### config.mk
export PLATFORM = sky130hd
export DESIGN_NAME = lqwd_control
export DESIGN_NICKNAME = d
export VERILOG_FILES = /design/src/rtl/assert_macros.svh /design/src/rtl/lqwd_pkg.sv /design/src/rtl/lqwd_control.sv
export SDC_FILE = /design/constraint.sdc
export NUM_CORES = 1
export LEC_CHECK = 0
export ABC_CLOCK_PERIOD_IN_PS = 4890
export CORE_ASPECT_RATIO = 0.6
export CORE_MARGIN = 2
export CORE_UTILIZATION = 50
export CTS_CLUSTER_SIZE = 10
export DETAILED_ROUTE_END_ITERATION = 12
export DONT_BUFFER_PORTS = 1
export PLACE_DENSITY = 0.75
export SLEW_MARGIN = 15
export SYNTH_ARGS = -nofsm -noshare
export SYNTH_HDL_FRONTEND = slang
export SYNTH_SLANG_ARGS = --single-unit
### constraint.sdc
create_clock -name clock -period 4.89 [get_ports clock]
set_input_delay 0.978 -clock clock [delete_from_list [all_inputs] [get_ports clock]]
set_output_delay 0.978 -clock clock [all_outputs]
set_load 0.005 [all_outputs]
### src/rtl/assert_macros.svh
// Assertion macros for the RTL files; only the top level includes them.
`ifndef ASSERT_MACROS_SVH
`define ASSERT_MACROS_SVH
`ifndef SYNTHESIS
`define ASSERT_IMPLIES(label, clk, rst, a, c) \
   label: assert property (@(posedge clk) disable iff (rst) (a) |-> (c)) else $error("%m failed");
`define ASSERT_NEXT(label, clk, rst, a, c) \
   label: assert property (@(posedge clk) disable iff (rst) (a) |=> (c)) else $error("%m failed");
`else
`define ASSERT_IMPLIES(label, clk, rst, a, c)
`define ASSERT_NEXT(label, clk, rst, a, c)
`endif
`endif

### src/rtl/lqwd_pkg.sv
package lqwd_pkg;
   typedef struct packed {
      logic        op;
      logic [2:0]  queue_number;
      logic [15:0] exec_time;
      logic [15:0] task_tag;
   } req_word_type;

   typedef struct packed {
      logic        kind;
      logic [15:0] result_tag;
      logic [3:0]  worker_number;
      logic [31:0] start_second;
      logic        last;
   } rsp_word_type;

   localparam logic OP_ARRIVAL = 1'b0;
   localparam logic OP_TICK    = 1'b1;
   localparam logic KIND_START = 1'b0;
   localparam logic KIND_DROP  = 1'b1;
   localparam int   MAX_RESULTS = 8;

   typedef enum logic [2:0] {
      CMD_NONE, CMD_ARRIVE, CMD_FREE, CMD_SCAN, CMD_READ, CMD_START, CMD_ADVANCE
   } cmd_code_type;

   typedef struct packed {
      cmd_code_type code;
   } cmd_type;

   typedef struct packed {
      logic found;   // a free worker and a non-empty queue both exist
      logic full;    // arrival target queue full or out of range
   } status_type;
endpackage

### src/rtl/lqwd_control.sv
module lqwd_control (
   input  logic                  clock,
   input  logic                  reset,
   input  logic                  start,
   input  lqwd_pkg::req_word_type req_word,
   input  lqwd_pkg::status_type  status,
   output logic                  busy,
   output lqwd_pkg::cmd_type     cmd,
   output logic                  rsp_valid,
   output logic                  rsp_last,
   output lqwd_pkg::req_word_type held_word
);
   import lqwd_pkg::*;

   typedef enum logic [2:0] {S_IDLE, S_FREE, S_SCAN, S_TEST, S_READ, S_START, S_DONE}
      state_type;

   state_type state_ff;
   logic [3:0] count_ff;
   req_word_type word_ff;

   assign busy = (state_ff != S_IDLE);
   assign held_word = (state_ff == S_IDLE) ? req_word : word_ff;

   always_comb begin
      cmd.code = CMD_NONE;
      rsp_valid = 1'b0;
      rsp_last = 1'b0;
      case (state_ff)
         S_IDLE: begin
            if (start && req_word.op == OP_ARRIVAL) begin
               cmd.code = CMD_ARRIVE;
               rsp_valid = status.full;
               rsp_last = 1'b1;
            end
         end
         S_FREE: cmd.code = CMD_FREE;
         S_SCAN: cmd.code = CMD_SCAN;
         S_READ: cmd.code = CMD_READ;
         S_START: begin
            cmd.code = CMD_START;
            rsp_valid = 1'b1;
         end
         S_DONE: cmd.code = CMD_ADVANCE;
         default: ;
      endcase
   end

   // The last flag of a start needs to know whether another start follows, so
   // each start is held back until the next scan decides; see top level.
   always_ff @(posedge clock) begin
      if (reset) begin
         state_ff <= S_IDLE;
         count_ff <= '0;
      end else begin
         case (state_ff)
            S_IDLE: begin
               if (start && req_word.op == OP_TICK) begin
                  word_ff <= req_word;
                  count_ff <= '0;
                  state_ff <= S_FREE;
               end
            end
            S_FREE: state_ff <= S_SCAN;
            S_SCAN: state_ff <= S_TEST;
            S_TEST: state_ff <= (status.found && count_ff < 4'(MAX_RESULTS)) ? S_READ : S_DONE;
            S_READ: state_ff <= S_START;
            S_START: begin
               count_ff <= count_ff + 4'd1;
               state_ff <= S_SCAN;
            end
            S_DONE: state_ff <= S_IDLE;
            default: state_ff <= S_IDLE;
         endcase
      end
   end
endmodule

; Word level (Yosys, flattened, before mapping)
; Index checks and enable logic that the tools add are counted.
[classes]
n_addsub = 1
multipliers = 0
div = 0
n_lt_le_gt_ge = 1
eq_ne = 7
shift = 0
muxes = 12
n_bitwise = 2
reduce_logical = 9
[ops]
columns = operator, count
row1 = two-way mux 36 bit, 1
row2 = case mux 3 bit (6 select lines), 1
row3 = case mux 3 bit (5 select lines), 1
row4 = "equality test 3 bit, second input constant", 3
row5 = case mux 4 bit (2 select lines), 1
row6 = "equality test 3 x 2 -> 1 bit, second input constant", 2
row7 = "adder 4 x 1 -> 4 bit, second input constant", 1
row8 = "less-than comparator 4 bit, second input constant", 1
row9 = two-way mux 1 bit, 4
row10 = two-way mux 4 bit, 1
row11 = "equality test 3 x 1 -> 1 bit, second input constant", 1
row12 = logical AND 1 bit, 3
row13 = logical NOT 3 bit, 1
row14 = two-way mux 3 bit, 1
row15 = AND reduction 3 bit, 1
row16 = nonzero test 3 bit, 1
row17 = two-way mux 2 bit, 1
row18 = "inequality test 2 x 1 -> 1 bit, second input constant", 1
row19 = inverter 1 bit, 2
row20 = case mux 1 bit (2 select lines), 1
row21 = AND reduction 2 bit, 1
row22 = nonzero test 2 bit, 1
row23 = OR reduction 2 bit, 1
[totals]
reg_bits = 43
latchBits = 0
mem_bits_rw = 0
romBits = 0
input_bits = 41
output_inout_bits = 42
wordCells = 38
mem_count = 0

; Depth between registers and ports, before layout
[depth]
depth_word = 4
depth_mapped = 6
depth_no_buf = 4

; Least setup slack after synthesis
; Ideal clock, no wire load.
[synth_path]
path_type = input port to flip-flop
startpoint = input reset
endpoint = register word_ff[0] in the netlist's numbering, enable pin
setup_ns = 0.474
t_arrival_ns = 3.682
required_ns = 4.416
path_slack_ns = 0.734
cell_stages = 2
n_path_buf = 1
path_cell_list = clkbuf_1 > nor3_1
[synth_via]
elab_chain_cells = 2
[synth_lines]
columns = item, line
row1 = "start, declared", lqwd_control.sv:3  ; input logic reset,
row2 = inverter 1 bit (no source line), --
row3 = AND reduction 3 bit (no source line), --
row4 = "end signal, assigned", lqwd_control.sv:59  ; word_ff <= req_word;
row5 = "end, declared", lqwd_control.sv:20  ; req_word_type word_ff;
; No other way between the ends.
; A chain may end at the register's enable or synchronous reset.

; Worst setup path after layout
[layout_path]
startpoint = register state_ff[0]
endpoint = output rsp_valid
[layout_via]
elab_chain_cells = 2
elab_cells_between_ends = 3
classes_between = eq/ne: 1 / mux: 1 / reduce/logical: 1
[layout_lines]
columns = item, line
row1 = "start, declared", lqwd_control.sv:18  ; state_type state_ff;
row2 = "start signal, assigned", lqwd_control.sv:66  ; S_TEST: state_ff <= (status.found && count_ff < 4'(MAX_RESULTS)) ? S_READ : S_DONE;
row3 = equality test 3 bit or logical NOT 3 bit (tied branches), lqwd_control.sv:29  ; case (state_ff)
row4 = case mux 1 bit (2 select lines) *, lqwd_control.sv:29
row5 = "end, declared", lqwd_control.sv:9  ; output logic rsp_valid,
; Mark *: on every way between the ends. The rest lies on a longest branch, timed or not.

==> out/metrics.cfg <==
[outcome]
status=finished, final reports clean

[synthesis]
synth_edf_count=36
yosysUniqueCellTypes=32
ys_seq_elements=43
ys_warn_count=0
yosys.area.top_type=edfxtp_1
ys.flop_type=edfxtp_1
avgSynthCellArea_sq_um=9.72
async_flop_share_pct=0
seq_area_frac_synth_pct=62.2
ys_top_cells_by_count=nand2_1, edfxtp_1, buf_2, dfxtp_1, a21oi_1
synth_cells=202
syn_area_sq_mm=0.00196
synth_top_area_share_pct=55.1
syn-num-nets=244
yosysMostFrequentCell=nand2_1
yosys-top-cells-area=edfxtp_1, nand2_1, dfxtp_1

[placed_design]
place_congestion=0.755
dp_hpwl_mm=2.50
place.port_buffers=0
place_area_sq_mm=0.00199

[sta]
hold_viol_final=0
worst_slew_margin_rel_pct=56.3
tns_ns=0
period_needed_ns=2.73
whs_ns=0.515
setup-violations-final=0
fin_crit_sh_pct=55.9
slew_violations=0
finClkSkew_ns=0.00999
worst_pin_slew_ns=0.655
max_freq_ghz=0.366
rsz0062_at_grt=false

[drt]
route.detailed.drc=0
firstDrtPassIters=4
vias_per_cell=5.34
wirelength_mm=3.64
antenna_left=0
initialDrtViolationCount=65
wl_per_cell_microns=14.7
dr_total_vias=1320

[grt]
grt_pass1_vias=1205
busiest_layer=met2
met2_usage_pct=26.6
grt_use_met3_pct=6.77
grt.overflow.total=0
grt_pass1_wl_mm=5.65
antenna_found_initial=0
grt_max_degree=40
grt_usage_pct=16.6
use_met1_pct=21.5

[floorplan]
initial_utilization_pct=52.7
fp.dieH_microns=52.5
pin_count=83
fp.dieArea_sq_mm=0.00446
core_sq_mm=0.00372
row_count=17
die_w_microns=84.9

[pwr]
peakVddDrop_v=0.000195
power.density_mw_per_mm2=355
power_leakage_nw=0.851

[clock_tree]
hold_buffers=0
htreeDepth=2
cts-buffers-inserted=5
post_cts_buffers=0
cts_tree=done
clock_latency_ns=0.28
cts_sinks=43
clock_path_buffers=2
cts_root_buf=clkbuf_8
clkTransAtPathRegs_ns=0.08
cts_resized=0

[finish]
nNetsFinal=241
finalInstanceArea_sq_mm=0.00207
drive_above_1_share_pct=9.00
fillers=328
diodes=0
synthToLayoutAreaGrowth_pct=5.23

[worst_setup_path]
crit_arrival_ns=1.76
cp-end-kind=output pin
crit_type=register to output pin
crit_fanout=37
critPathLaunchType=register
cp.required_ns=3.91

[worst_hold_path]
min_path_type=register to register

[job]
maxCapViolations=0

-- flip-flops by register name (all words and copies together) (netlist names) --
register  count
word_ff      36
state_ff      3
count_ff      4
-- logic make-up after synthesis --
logic type | count (synthesis) | synth area share (%)
adders and majority gates | 1 | 0.637
muxes | 1 | 0.574
DFF | 43 | 62.2
and+or+nand+nor | 123 | 25.9
xor gates and xnor gates | 1 | 0.446
buffers and inverters | 17 | 4.27
AOI/OAI and AO/OA | 16 | 5.93
-- worst paths after layout --
path	cells after the start	endpoint	start	slack, ns
setup / recovery	4	rsp_valid	state_ff[0]$_SDFFE_PP0P_	2.16
hold reg to reg	2	count_ff[3]$_SDFFE_PP0P_	count_ff[3]$_SDFFE_PP0P_	0.52
hold / removal	2	count_ff[3]$_SDFFE_PP0P_	count_ff[3]$_SDFFE_PP0P_	0.52
setup reg to reg	4	word_ff[21]$_DFFE_PP_	state_ff[0]$_SDFFE_PP0P_	2.99
-- cell usage in the layout (no fill, tap or decap), drive strengths merged, types with 2 or more instances in the layout --
master and instances:
nand3b 2, inv 4, buf 3, a211oi 2, nor3 2, a21oi 5
o21ai 2, edfxtp 36, nand2 108, dfxtp 7, nor2 3, clkbuf 8
-- report_power, final --
part,switching [W],total [W],internal (W)
sequential,0.00000757,0.000418,0.000410
clock,0.000104,0.000205,0.000101
combinational,0.0000781,0.000110,0.0000318
total,0.000190,0.000733,0.000543
-- stage by stage --
step	worst slack, ns	utilization, %	cells	total power [W]
after floorplan	0.734	-	202	0.000521
after global placement	2.11	53.3	239	0.000536
after detailed placement	2.03	53.3	239	0.000539
after CTS	1.71	55.5	247	0.000745
after global routing	1.98	55.5	247	0.000775
final	2.16	55.5	247	0.000733
-- final cells by class --
class                           count  area (sq um)  share of cell area (%)
Tap cell                           47          58.8                    2.85
Multi-Input combinational cell    142           668                    32.3
Sequential cell                    43          1220                    59.1
Timing Repair Buffer                3          22.5                    1.09
Clock buffer                        8          80.1                    3.88
Inverter                            4          15.0                   0.727
-- per-layer routing --
| layer | vias to the layer above | wire length [microns] |
|---|---|---|
| li1 | 664 | - |
| met4 | 0 | 0 |
| met5 | - | 0 |
| met3 | 0 | 299 |
| met2 | 55 | 1630 |
| met1 | 601 | 1710 |
-- critical path, cell delays in order, from the launching register on --
cell,delay (ns)
dfxtp_1,0.43
nor3_2,0.26
buf_4,0.38
and3_1,0.25
a21o_2,0.14
No activity file was read; power rests on OpenSTA's default activity.
