**src/rtl/assert_macros.svh**
```systemverilog
// Assertion macros for the RTL files; only the top level includes them.
`ifndef ASSERT_MACROS_SVH
`define ASSERT_MACROS_SVH
`ifndef SYNTHESIS
`define ASSERT_IMPLIES(label, clk, rst, a, c) \
   label: assert property (@(posedge clk) disable iff (rst) (a) |-> (c)) else $error("%m failed");
`define ASSERT_NEXT(label, clk, rst, a, c) \
   label: assert property (@(posedge clk) disable iff (rst) (a) |=> (c)) else $error("%m failed");
`else
`define ASSERT_IMPLIES(label, clk, rst, a, c)
`define ASSERT_NEXT(label, clk, rst, a, c)
`endif
`endif

```
**src/rtl/lqwd_pkg.sv**
```systemverilog
package lqwd_pkg;
   typedef struct packed {
      logic        op;
      logic [2:0]  queue_number;
      logic [15:0] exec_time;
      logic [15:0] task_tag;
   } req_word_type;

   typedef struct packed {
      logic        kind;
      logic [15:0] result_tag;
      logic [3:0]  worker_number;
      logic [31:0] start_second;
      logic        last;
   } rsp_word_type;

   localparam logic OP_ARRIVAL = 1'b0;
   localparam logic OP_TICK    = 1'b1;
   localparam logic KIND_START = 1'b0;
   localparam logic KIND_DROP  = 1'b1;
   localparam int   MAX_RESULTS = 8;

   typedef enum logic [2:0] {
      CMD_NONE, CMD_ARRIVE, CMD_FREE, CMD_SCAN, CMD_READ, CMD_START, CMD_ADVANCE
   } cmd_code_type;

   typedef struct packed {
      cmd_code_type code;
   } cmd_type;

   typedef struct packed {
      logic found;   // a free worker and a non-empty queue both exist
      logic full;    // arrival target queue full or out of range
   } status_type;
endpackage

```
**src/rtl/lqwd_outreg.sv**
```systemverilog
module lqwd_outreg (
   input  logic                   clock,
   input  logic                   reset,
   input  logic                   in_valid,
   input  logic                   in_last,
   input  logic                   flush,
   input  lqwd_pkg::rsp_word_type in_word,
   output logic                   rsp_strobe,
   output lqwd_pkg::rsp_word_type rsp_word
);
   import lqwd_pkg::*;

   // One-deep hold for a start word until the next decision marks it last or not.
   logic         hold_ff;
   rsp_word_type hword_ff;
   logic         strobe_ff;
   rsp_word_type oword_ff;
   rsp_word_type flush_word;

   always_comb begin
      flush_word = hword_ff;
      flush_word.last = 1'b1;
   end

   always_ff @(posedge clock) begin
      if (reset) begin
         hold_ff <= 1'b0;
         strobe_ff <= 1'b0;
      end else begin
         strobe_ff <= 1'b0;
         if (in_valid && in_last) begin
            strobe_ff <= 1'b1;
            oword_ff <= in_word;
         end else if (in_valid) begin
            if (hold_ff) begin
               strobe_ff <= 1'b1;
               oword_ff <= hword_ff;
            end
            hold_ff <= 1'b1;
            hword_ff <= in_word;
         end else if (flush && hold_ff) begin
            strobe_ff <= 1'b1;
            oword_ff <= flush_word;
            hold_ff <= 1'b0;
         end
      end
   end

   assign rsp_strobe = strobe_ff;
   assign rsp_word = oword_ff;
endmodule

```
**config.mk**
```make
export PLATFORM = sky130hd
export DESIGN_NAME = lqwd_outreg
export DESIGN_NICKNAME = d
export VERILOG_FILES = /design/src/rtl/assert_macros.svh /design/src/rtl/lqwd_pkg.sv /design/src/rtl/lqwd_outreg.sv
export SDC_FILE = /design/constraint.sdc
export NUM_CORES = 1
export LEC_CHECK = 0
export BUFFER_PORTS_ARGS = -buffer_cell sky130_fd_sc_hd__clkbuf_2
export CORE_MARGIN = 3
export CORE_UTILIZATION = 45
export CTS_CLUSTER_DIAMETER = 200
export DETAILED_ROUTE_END_ITERATION = 6
export PLACE_DENSITY = 0.71
export SLEW_MARGIN = 5
export SYNTH_ARGS = -nofsm -noshare
export SYNTH_HDL_FRONTEND = slang
export SYNTH_SLANG_ARGS = --single-unit
```
**constraint.sdc**
```tcl
create_clock -name clock -period 12.9 [get_ports clock]
set_input_delay 0 -clock clock [delete_from_list [all_inputs] [get_ports clock]]
set_output_delay 0 -clock clock [all_outputs]
set_load 0.01 [all_outputs]
```
After elaboration in Yosys (flattened, before gate mapping):

Index checks and enable logic that the tools add are counted.

* register bits: 110
* word-level logic and storage cells: 32

* equality and inequality tests: 1
* mux-type cells: 10
* bitwise operators: 2
* reduce and logical (&&, ||, !) cells: 7

Operators by type and width (count)
* 54-bit two-way mux: 4
* 1-bit two-way mux: 6
* 3-bit AND reduction: 2
* 3-bit by 1-bit != test with 1-bit output, second input constant: 1
* 3-bit nonzero test: 1
* 1-bit logical AND: 2
* 1-bit inverter: 2
* 2-bit AND reduction: 1
* 2-bit nonzero test: 1

Longest topological paths before layout:

* depth in word-level cells: 4
* gate-level depth with buffers: 3
* gate-level depth less buffers: 2

Worst setup path before layout:

OpenSTA, ideal clock, no wires.

* path kind: in2reg
* start point: in in_last
* end point: reg hword_ff, in the netlist flush_word[10] (enable)
* setup time: 0.547 ns
* arrival time: 4.037 ns
* data required time: 12.353 ns
* slack: 8.316 ns
* stages: 1
* path buffers: 0
* cells stage by stage: nor3b_1

* cells in the longest elaborated chain, start to end: 3

RTL lines
* start, declared: RTL line lqwd_outreg.sv:5 `input logic in_last,`
* 1-bit logical AND: RTL line lqwd_outreg.sv:31 `if (in_valid && in_last) begin`
* 1-bit inverter (no source line)
* 3-bit AND reduction (no source line)
* end signal, assigned: RTL line lqwd_outreg.sv:40 `hword_ff <= in_word;`
* end, declared: RTL line lqwd_outreg.sv:15 `rsp_word_type hword_ff;`

Every way passes these cells.
A chain may end at the register's enable or synchronous reset.

Worst setup path after layout:

* start point: in in_valid
* end point: reg oword_ff, in the netlist rsp_word[48] (enable)

* cells in the longest elaborated chain, start to end: 3

RTL lines
* start, declared: RTL line lqwd_outreg.sv:4 `input logic in_valid,`
* 1-bit logical AND: RTL line lqwd_outreg.sv:31
* 3-bit by 1-bit != test with 1-bit output (no source line) or 3-bit nonzero test (tied branches)
* 3-bit AND reduction (no source line) *
* end signal, assigned: RTL line lqwd_outreg.sv:33 `oword_ff <= in_word;`
* end signal, assigned: RTL line lqwd_outreg.sv:37 `oword_ff <= hword_ff;`
* end signal, assigned: RTL line lqwd_outreg.sv:43 `oword_ff <= flush_word;`
* end, declared: RTL line lqwd_outreg.sv:17 `rsp_word_type oword_ff;`

Mark *: on every way between the ends. The rest lies on a longest branch, timed or not.

==> flow_results.xml <==
<?xml version="1.0" encoding="UTF-8"?>
<metrics>
  <group name="setup_path">
    <metric name="worst_setup_path_start_kind" unit="">input port</metric>
    <metric name="path_class" unit="">input port to register</metric>
    <metric name="reg2reg_depth" unit="">3</metric>
    <metric name="cp-end-kind" unit="">register</metric>
    <metric name="cp_max_fo" unit="">55</metric>
    <metric name="worst-endpoint-required" unit="ps">12910</metric>
    <metric name="rr_endpoint" unit="">rsp_word[48]$_DFFE_PP_</metric>
    <metric name="critPathArrivalTime" unit="ps">2510</metric>
    <metric name="r2r_setup_slack" unit="ps">10800</metric>
    <metric name="r2r_start" unit="">hold_ff$_SDFFE_PP0P_</metric>
  </group>
  <group name="placement">
    <metric name="place.gp.congestion" unit="">0.734</metric>
    <metric name="placement.io_buffers" unit="">113</metric>
    <metric name="dp.cells" unit="">393</metric>
    <metric name="placed_wire_length_estimate_after_detailed_placement" unit="um">4240</metric>
    <metric name="pre_cts_setup_slack" unit="ps">10490</metric>
  </group>
  <group name="power_and_ir_drop">
    <metric name="powerDensity" unit="mW/mm2">131</metric>
    <metric name="peakVddDrop" unit="mV">0.0851</metric>
    <metric name="power.share.sequential" unit="%">58.1</metric>
    <metric name="power" unit="uW">718</metric>
    <metric name="clock_power_share" unit="%">33.1</metric>
    <metric name="net-switching-power" unit="uW">142</metric>
    <metric name="power_frac_comb" unit="%">8.8</metric>
    <metric name="power.internal" unit="uW">576</metric>
    <metric name="switching_part_of_the_total" unit="%">19.7</metric>
    <metric name="leakage" unit="uW">0.00210</metric>
  </group>
  <group name="min_path">
    <metric name="hold_start" unit="">in_last</metric>
    <metric name="hold_path_depth" unit="">3</metric>
    <metric name="timing.hold.worst_endpoint" unit="">rsp_word[0]$_DFFE_PP_</metric>
    <metric name="hold_path.class" unit="">input port to register</metric>
  </group>
  <group name="yosys">
    <metric name="synth_top_area_share" unit="%">81.1</metric>
    <metric name="yosys.cell_types.count" unit="">16</metric>
    <metric name="post_synth_instance_area" unit="mm2">0.00400</metric>
    <metric name="ys.warnings.count" unit="">0</metric>
    <metric name="synth_largest_area_cell" unit="">sky130_fd_sc_hd__edfxtp_1</metric>
    <metric name="post_synth_main_area_contributors" unit="">sky130_fd_sc_hd__edfxtp_1 81%, sky130_fd_sc_hd__mux2_2 14%, sky130_fd_sc_hd__mux2_1 1.1%</metric>
    <metric name="syn_area_per_cell" unit="um2">22.5</metric>
    <metric name="synth.ff_latch_count" unit="">110</metric>
    <metric name="synth_seq_area_share" unit="%">82.1</metric>
    <metric name="post_synth_inst_count" unit="">178</metric>
    <metric name="postSynthNetCount" unit="">237</metric>
  </group>
  <group name="die">
    <metric name="die_wd" unit="um">100</metric>
    <metric name="die_area" unit="mm2">0.0101</metric>
    <metric name="die_height" unit="um">100</metric>
    <metric name="num_io_pins" unit="">114</metric>
    <metric name="placementRows" unit="">33</metric>
    <metric name="design.core.area" unit="mm2">0.00842</metric>
    <metric name="floorplan.initialDensity" unit="%">47.5</metric>
  </group>
  <group name="routing">
    <metric name="dr.first_iter.drc_count" unit="">68</metric>
    <metric name="drtAntennaViolNets" unit="">0</metric>
    <metric name="route.vias.total" unit="">2264</metric>
    <metric name="post_drt_via_cell_ratio" unit="">4.86</metric>
    <metric name="route.detailed.drc" unit="">0</metric>
    <metric name="average_detailed_routed_wire_length_per_instance" unit="um">15.8</metric>
    <metric name="wl" unit="um">7380</metric>
    <metric name="drt_pre_antenna_iters" unit="">4</metric>
  </group>
  <group name="flow_run">
    <metric name="maxCapViolCount" unit="">0</metric>
  </group>
  <group name="layout">
    <metric name="layout-drive-gt1-share" unit="%">50.4</metric>
    <metric name="layout_commonest_cell" unit="">sky130_fd_sc_hd__clkbuf_2</metric>
    <metric name="num-nets-final" unit="">415</metric>
    <metric name="nFillCells" unit="">603</metric>
    <metric name="synthToLayoutAreaGrowth" unit="%">37.0</metric>
    <metric name="layoutNonFillerInstCount" unit="">466</metric>
    <metric name="diodes" unit="">0</metric>
    <metric name="utilization" unit="%">65.1</metric>
    <metric name="leading_cell_types_in_the_layout_fill_and_taps_excluded" unit="">113 x sky130_fd_sc_hd__clkbuf_2, 108 x sky130_fd_sc_hd__edfxtp_1, 57 x sky130_fd_sc_hd__dlygate4sd3_1, 49 x sky130_fd_sc_hd__mux2_2, 9 x sky130_fd_sc_hd__clkbuf_8</metric>
  </group>
  <group name="sta">
    <metric name="relSlewSlack" unit="%">40.6</metric>
    <metric name="final_hold_viol_count" unit="">0</metric>
    <metric name="fin_setup_tns" unit="ps">0</metric>
    <metric name="tightest_slew" unit="ps">890</metric>
    <metric name="finalCritPeriodShare" unit="%">19.4</metric>
    <metric name="report.final.slew_viol_count" unit="">0</metric>
    <metric name="rsz0062_at_grt" unit="">no</metric>
    <metric name="fin_worst_skew" unit="ps">9.03</metric>
    <metric name="setup_viol" unit="">0</metric>
    <metric name="fin_crit" unit="ps">2500</metric>
    <metric name="achievable-frequency" unit="MHz">400</metric>
    <metric name="setup_slack" unit="ps">10400</metric>
  </group>
  <group name="grt">
    <metric name="grt_pass1_vias" unit="">2403</metric>
    <metric name="antenna_found_initial" unit="">0</metric>
    <metric name="grt_first_pass_wirelength" unit="um">12000</metric>
    <metric name="grt_max_degree" unit="">56</metric>
    <metric name="global_router_s_overall_resource_usage" unit="%">15.4</metric>
    <metric name="overflow" unit="">0</metric>
  </group>
  <group name="cts">
    <metric name="ctsHoldBuffers" unit="">57</metric>
    <metric name="cts_post_setup_buffers_inserted" unit="">0</metric>
    <metric name="cts.path.max_buffers" unit="">2</metric>
    <metric name="cts_root_buf" unit="">sky130_fd_sc_hd__clkbuf_8</metric>
    <metric name="htree_num_levels" unit="">3</metric>
    <metric name="clk-insertion-delay-late" unit="ps">350</metric>
    <metric name="clk_transition_reported_paths" unit="ps">100</metric>
    <metric name="cts_buf_count" unit="">9</metric>
    <metric name="tritoncts" unit="">yes</metric>
    <metric name="postCtsResizedCells" unit="">0</metric>
    <metric name="cts_num_sinks" unit="">110</metric>
  </group>
  <group name="run_status">
    <metric name="outcome" unit="">completed</metric>
  </group>
</metrics>
-- worst max-delay path, stage by stage --
cell and delay [ps]:
sky130_fd_sc_hd__dlygate4sd3_1 550, sky130_fd_sc_hd__clkbuf_2 170, sky130_fd_sc_hd__nand2_4 400, sky130_fd_sc_hd__a21oi_4 880, sky130_fd_sc_hd__buf_4 490
-- metrics by stage --
step / hold slack, ps / cell area [um2]
after floorplan: 69.1 / 4000
after global routing: 60.7 / 5480
final: 46.3 / 5480
after detailed placement: 193 / 4670
after CTS: 35.2 / 5480
after global placement: 194 / 4670
-- sequential cells by signal, summed over array words and instances (netlist names) --
register and flops:
hword_ff 1, rsp_strobe 1, rsp_word 54, hold_ff 1, flush_word 53
-- final cells by class --
type	count	area (um2)	area share [%]
sequential	110	3280	59.9
clock inverter	6	110	2.01
multi-input combinational	62	676	12.3
clock buffer	10	128	2.33
tap	105	131	2.40
inverter	1	3.75	0.0685
timing repair buffer	172	1150	21.0
-- Yosys cell counts --
master / n
sky130_fd_sc_hd__inv_1: 1
sky130_fd_sc_hd__a31o_2: 1
sky130_fd_sc_hd__dfxtp_1: 2
sky130_fd_sc_hd__nand2b_1: 1
sky130_fd_sc_hd__nand2_1: 1
sky130_fd_sc_hd__buf_4: 1
sky130_fd_sc_hd__o21ai_0: 1
sky130_fd_sc_hd__nand2_4: 1
sky130_fd_sc_hd__a21oi_1: 2
sky130_fd_sc_hd__clkbuf_8: 1
sky130_fd_sc_hd__mux2_1: 4
sky130_fd_sc_hd__edfxtp_1: 108
sky130_fd_sc_hd__nor3b_1: 1
sky130_fd_sc_hd__mux2i_1: 1
sky130_fd_sc_hd__buf_6: 3
sky130_fd_sc_hd__mux2_2: 49
-- power by group through the flow --
| stage | clock network (uW) | logic (uW) | registers, uW |
|---|---|---|---|
| 6_report | 237 | 63.2 | 417 |
| 4_1_cts | 244 | 63.6 | 417 |
| 3_5_place_dp | 0 | 50.0 | 425 |
| 3_3_place_gp | 0 | 48.6 | 425 |
| 5_1_grt | 258 | 69.4 | 419 |
| 2_1_floorplan | 0 | 22.3 | 430 |
-- worst max-delay path by stage --
stage                        start                       end  slack, ps
final                     in_valid    rsp_word[48]$_DFFE_PP_      10400
after global routing      in_valid    rsp_word[48]$_DFFE_PP_      10200
after CTS                 in_valid    rsp_word[48]$_DFFE_PP_      10350
after detailed placement   in_last    rsp_word[49]$_DFFE_PP_      10490
after global placement     in_last    rsp_word[16]$_DFFE_PP_      10550
after floorplan            in_last  flush_word[10]$_DFFE_PP_       8320
-- logic make-up (layout without fill, tap and decap cells) --
family	after synthesis	in the layout	synth area share [%]
mux	54	54	15.2
compound gates	4	4	0.594
flops	110	110	82.1
simple gates	4	4	0.719
buf+inv	6	189	1.47
-- layer usage --
metal	routed length [um]	global-route usage (%)
met1	3130	20.4
met4	42	3.73
met5	0	0
met3	479	4.93
met2	3720	25.0
Power figures use the tool's default switching activity.
